`config.mk`:
```
export PLATFORM = sky130hd
export DESIGN_NAME = ipcm_div_step
export DESIGN_NICKNAME = d
export VERILOG_FILES = /design/src/sv/ipcm_pkg.sv /design/src/sv/ipcm_div_step.sv
export SDC_FILE = /design/constraint.sdc
export NUM_CORES = 1
export LEC_CHECK = 0
export ABC_AREA = 1
export ABC_CLOCK_PERIOD_IN_PS = 2800
export BUFFER_PORTS_ARGS = -buffer_cell sky130_fd_sc_hd__buf_4
export CORE_MARGIN = 2
export CORE_UTILIZATION = 30
export CTS_CLUSTER_SIZE = 10
export DETAILED_ROUTE_END_ITERATION = 8
export PLACE_DENSITY_LB_ADDON = 0.2
export SYNTH_ARGS = -nofsm -noshare
export SYNTH_HDL_FRONTEND = slang
export SYNTH_SLANG_ARGS = --single-unit
```
`constraint.sdc`:
```
create_clock -name clk -period 2.8 [get_ports clk]
set_input_delay 0 -clock clk [delete_from_list [all_inputs] [get_ports clk]]
set_output_delay 0 -clock clk [all_outputs]
set_load 0.05 [all_outputs]
```
`src/sv/ipcm_pkg.sv`:
```
// Shared constants and types for the inverse perspective coordinate map.
package ipcm_pkg;

  // Configuration register indexes.
  localparam logic [2:0] REG_ROW0    = 3'd0;
  localparam logic [2:0] REG_ROW1    = 3'd1;
  localparam logic [2:0] REG_ROW2    = 3'd2;
  localparam logic [2:0] REG_OFFS01  = 3'd3;
  localparam logic [2:0] REG_OFFS2   = 3'd4;
  localparam logic [2:0] REG_WIDTH   = 3'd5;
  localparam logic [2:0] REG_HEIGHT  = 3'd6;

  // Fixed widths from the port definitions.
  localparam int FIELD_BITS      = 12;
  localparam int SIZE_BITS       = 13;
  localparam int COEF_BITS       = 32;
  localparam int PERSP_FRAC_BITS = 30;

  // Status flags that travel down the divider stages.
  typedef struct packed {
    logic neg_x;
    logic neg_y;
    logic ovf_x;
    logic ovf_y;
    logic wzero;
  } ipcm_flags_t;

endpackage

```
`src/sv/ipcm_div_step.sv`:
```
// One restoring-division stage that settles one quotient bit for both axes.
module ipcm_div_step import ipcm_pkg::*; #(
  parameter int COORD_BITS = 12,
  parameter int SW         = 48,
  parameter int NW         = 62,
  parameter int CW         = 74,
  parameter int SHIFT      = 0
) (
  input  logic                  clk,
  input  logic                  rst_n,
  input  logic                  valid_in,
  input  logic [NW-1:0]         rem_x_in,
  input  logic [NW-1:0]         rem_y_in,
  input  logic [SW-1:0]         den_in,
  input  logic [COORD_BITS-1:0] q_x_in,
  input  logic [COORD_BITS-1:0] q_y_in,
  input  ipcm_flags_t           flags_in,
  output logic                  valid_out,
  output logic [NW-1:0]         rem_x_out,
  output logic [NW-1:0]         rem_y_out,
  output logic [SW-1:0]         den_out,
  output logic [COORD_BITS-1:0] q_x_out,
  output logic [COORD_BITS-1:0] q_y_out,
  output ipcm_flags_t           flags_out
);

  logic [CW-1:0] dsh;
  logic bit_x, bit_y;
  logic [NW-1:0] rem_x_nxt, rem_y_nxt, rem_x_r, rem_y_r;
  logic [COORD_BITS-1:0] q_x_r, q_y_r;
  logic [SW-1:0] den_r;
  ipcm_flags_t flags_r;
  logic valid_r;

  // Trial subtract of the shifted divisor.
  assign dsh   = CW'(den_in) << SHIFT;
  assign bit_x = CW'(rem_x_in) >= dsh;
  assign bit_y = CW'(rem_y_in) >= dsh;

  always_comb begin
    rem_x_nxt = bit_x ? NW'(CW'(rem_x_in) - dsh) : rem_x_in;
    rem_y_nxt = bit_y ? NW'(CW'(rem_y_in) - dsh) : rem_y_in;
  end

  always_ff @(posedge clk) begin
    rem_x_r <= rem_x_nxt;
    rem_y_r <= rem_y_nxt;
    q_x_r   <= {q_x_in[COORD_BITS-2:0], bit_x};
    q_y_r   <= {q_y_in[COORD_BITS-2:0], bit_y};
    den_r   <= den_in;
    flags_r <= flags_in;
  end

  always_ff @(posedge clk) begin
    if (!rst_n) begin
      valid_r <= 1'b0;
    end else begin
      valid_r <= valid_in;
    end
  end

  assign valid_out = valid_r;
  assign rem_x_out = rem_x_r;
  assign rem_y_out = rem_y_r;
  assign den_out   = den_r;
  assign q_x_out   = q_x_r;
  assign q_y_out   = q_y_r;
  assign flags_out = flags_r;

endmodule

```
==> flow_summary.ini <==
[status]
outcome = finished clean

[route]
vias = 18400
finalWirelength_um = 71400
drt_iter0_markers = 1310
via_per_inst = 4.39
drtPass1Iterations = 5
ant_nets = 0
routedWlPerCell_um = 17.0
drc_errors = 0

[finish]
diodes = 0
area_delta_synth_final_pct = 41.8
drive_above_1_share = 0.143
nFillCells = 5820
fin_area_um2 = 22600
nets = 3793

[synth]
yosysUniqueCellTypes = 32
synth_nets = 3166
syn_area_um2 = 16000
ys_warn_count = 0
synthCells = 2864
yosysSeqAreaShare = 0.253
synth.avg_cell_area_um2 = 5.58
synth-seq-cells = 202

[floorplan]
dieArea_um2 = 55100
die_x_um = 235
fp.coreArea_um2 = 52600
initial_utilization = 0.304
num_rows = 84
die_y_um = 235
ios = 406

[setup_path]
slowest_stage = dlygate4sd3_1
end_kind = register
cp-endpoint = rem_y_out[58]
critPathRequiredTime_ps = 3310
crit_fanout = 5
path_cells = dlygate4sd3_1, buf_4, inv_1, ha_1, nand2_1, nor2_1, inv_1, nor2_1, inv_1, nor2_1, inv_1, nor2_1, nand2_1, nand2_1, nand2_1, dlygate4sd3_1, a21oi_2
startpoint = den_in[34]
arrival_ps = 3090
crit_type = primary input to register
max_stage_delay_ps = 560
startpoint_type = primary input

[placed_design]
gp_congestion = 0.973
dpl.hpwl_um = 60300
post_dp_cell_area_um2 = 19800
io_buffers = 403

[clock_tree]
h-tree-depth = 1
root_buffer = clkbuf_16
cts_setup_buffers = 0
cts_tree = built
cts_sinks = 202
clk_pin_slew_ps = 60
numCtsBuffers = 26
clk_path_buf_depth = 3

[global_routing]
grt_overflow = 0
antenna_found_initial = 0
grt_max_degree = 35
grt_usage = 0.253
grt_pass1_vias = 17700
grt_pass1_wl_um = 107000

[power]
powerDensity_nw_per_um2 = 510
power_leakage_nw = 13.2
ir_drop_v = 0.000474

[timing]
finalSetupViolations = 0
rsz0062_at_grt = no
post-route-period-util = 0.922
post-route-min-period_ps = 2580
fmax_ghz = 0.387
slew_headroom = 0.604
timing.hold.ws_ps = 77.0
hold_viol = 0
tightest_slew_ps = 591
fin_tns_setup_ps = 0
slew_viol_final = 0

[run]
max_cap_viol_count = 0

[min_path]
hold_path_class = primary input to register
[cell type report]
| class | instances | area (um2) | area share |
|---|---|---|---|
| Tap cell | 688 | 861 | 0.0380 |
| Clock buffer | 34 | 721 | 0.0318 |
| Timing Repair Buffer | 621 | 5210 | 0.230 |
| Sequential cell | 202 | 4040 | 0.179 |
| Inverter | 639 | 2400 | 0.106 |
| Multi-Input combinational cell | 2001 | 9340 | 0.413 |
| Clock inverter | 6 | 66.3 | 0.00293 |
[logic make-up (layout without fill, tap and decap cells)]
logic type               after synthesis  in the layout  synth area share
AND/OR/NAND/NOR                     1739           1739             0.434
adder cells (fa/ha/maj)               98             98            0.0777
AO/OA/AOI/OAI                        103            103            0.0395
XOR/XNOR                              61             61            0.0335
buffers and inverters                661           1300             0.162
flip-flops                           202            202             0.253
[metrics by stage]
| stage | instances | total power [mW] | util | worst slack, ps |
|---|---|---|---|---|
| CTS | 4191 | 11.7 | 0.431 | 231 |
| global route | 4191 | 12.2 | 0.431 | 23.7 |
| global placement | 3949 | 8.14 | 0.377 | 312 |
| detailed placement | 3949 | 8.13 | 0.377 | 252 |
| finish | 4191 | 11.5 | 0.431 | 217 |
| floorplan | 2864 | 6.44 | - | 982 |
[synth_stat cells]
| library cell | number | area, um2 |
|---|---|---|
| fa_1 | 2 | 40.0 |
| o21ai_1 | 2 | 10.0 |
| and2_1 | 6 | 37.5 |
| nor3_1 | 18 | 90.1 |
| a21boi_0 | 2 | 15.0 |
| nand2b_1 | 1 | 6.26 |
| buf_2 | 5 | 25.0 |
| a21oi_1 | 58 | 290 |
| dfxtp_1 | 202 | 4040 |
| o21ai_0 | 11 | 55.1 |
| nand3b_1 | 26 | 195 |
| nand2_2 | 2 | 12.5 |
| inv_1 | 634 | 2380 |
| ha_1 | 96 | 1200 |
| nor4_1 | 3 | 18.8 |
| nand2_4 | 2 | 22.5 |
| nand2_1 | 1329 | 4990 |
| inv_2 | 4 | 15.0 |
| xor2_1 | 61 | 534 |
| nor2_2 | 7 | 43.8 |
| nand3_1 | 108 | 541 |
| a21oi_2 | 28 | 245 |
| nor2_1 | 206 | 773 |
| nor2_4 | 1 | 11.3 |
| nand3_2 | 2 | 20.0 |
| nand4_1 | 20 | 125 |
| and3_1 | 8 | 50.1 |
| buf_6 | 8 | 90.1 |
| inv_4 | 1 | 6.26 |
| o21bai_1 | 1 | 7.51 |
| buf_4 | 9 | 67.6 |
| o21a_1 | 1 | 7.51 |
[power breakdown]
part | switching (mW) | total (mW) | internal [mW]
sequential | 0.142 | 3.41 | 3.27
combinational | 3.35 | 4.93 | 1.58
clock | 1.34 | 3.21 | 1.87
[critical path, delay by kind of cell]
kind / cells / cell delay (ps)
fa+ha+maj: 1 / 370
compound gates: 1 / 110
buf+inv: 7 / 1560
simple gates: 8 / 1030
[worst min path at each step]
stage	from	to	slack [ps]	depth (start not counted)
2_1_floorplan	den_in[0]	den_out[0]	30	0
3_3_place_gp	q_y_in[3]	q_y_out[4]	100	1
3_5_place_dp	q_y_in[10]	q_y_out[11]	110	1
4_1_cts	q_y_in[8]	q_y_out[9]	40	2
5_1_grt	q_y_in[10]	q_y_out[11]	60	2
6_report	q_y_in[8]	q_y_out[9]	80	2
[metal layers]
layer  GRT usage  vias to the layer above  part of all wire
li1            -                     9663                 -
met5           0                        -                 0
met2       0.405                      639              0.43
met1       0.353                     8007              0.47
met4      0.0646                        0             0.025
met3      0.0402                       76             0.075
[registers in the layout, indices dropped and copies added (netlist names)]
name,count
q_y_out,12
q_x_out,12
valid_out,1
rem_y_out,62
rem_x_out,62
flags_out,5
den_out,48
[cells in the final DEF, fill, tap and decap left out, drive strengths merged, types with 2 or more instances in the layout]
| master | netlist | routed |
|---|---|---|
| nand2 | 1333 | 1333 |
| inv | 639 | 639 |
| buf | 22 | 419 |
| nor2 | 214 | 214 |
| dfxtp | 202 | 202 |
| dlygate4sd3 | 0 | 202 |
| nand3 | 110 | 110 |
| ha | 96 | 96 |
| a21oi | 86 | 86 |
| xor2 | 61 | 61 |
| clkbuf | 0 | 34 |
| nand3b | 26 | 26 |
| nand4 | 20 | 20 |
| nor3 | 18 | 18 |
| o21ai | 13 | 13 |
| and3 | 8 | 8 |
| and2 | 6 | 6 |
| clkinv | 0 | 5 |
| nor4 | 3 | 3 |
| a21boi | 2 | 2 |
| fa | 2 | 2 |
[what timing repair did]
action                     CTS  global route
hold buffers               202             0
gates resized for setup      0             1
hold endpoints to repair   200             0
setup endpoints to repair    0             2
Power figures use the tool's default switching activity.
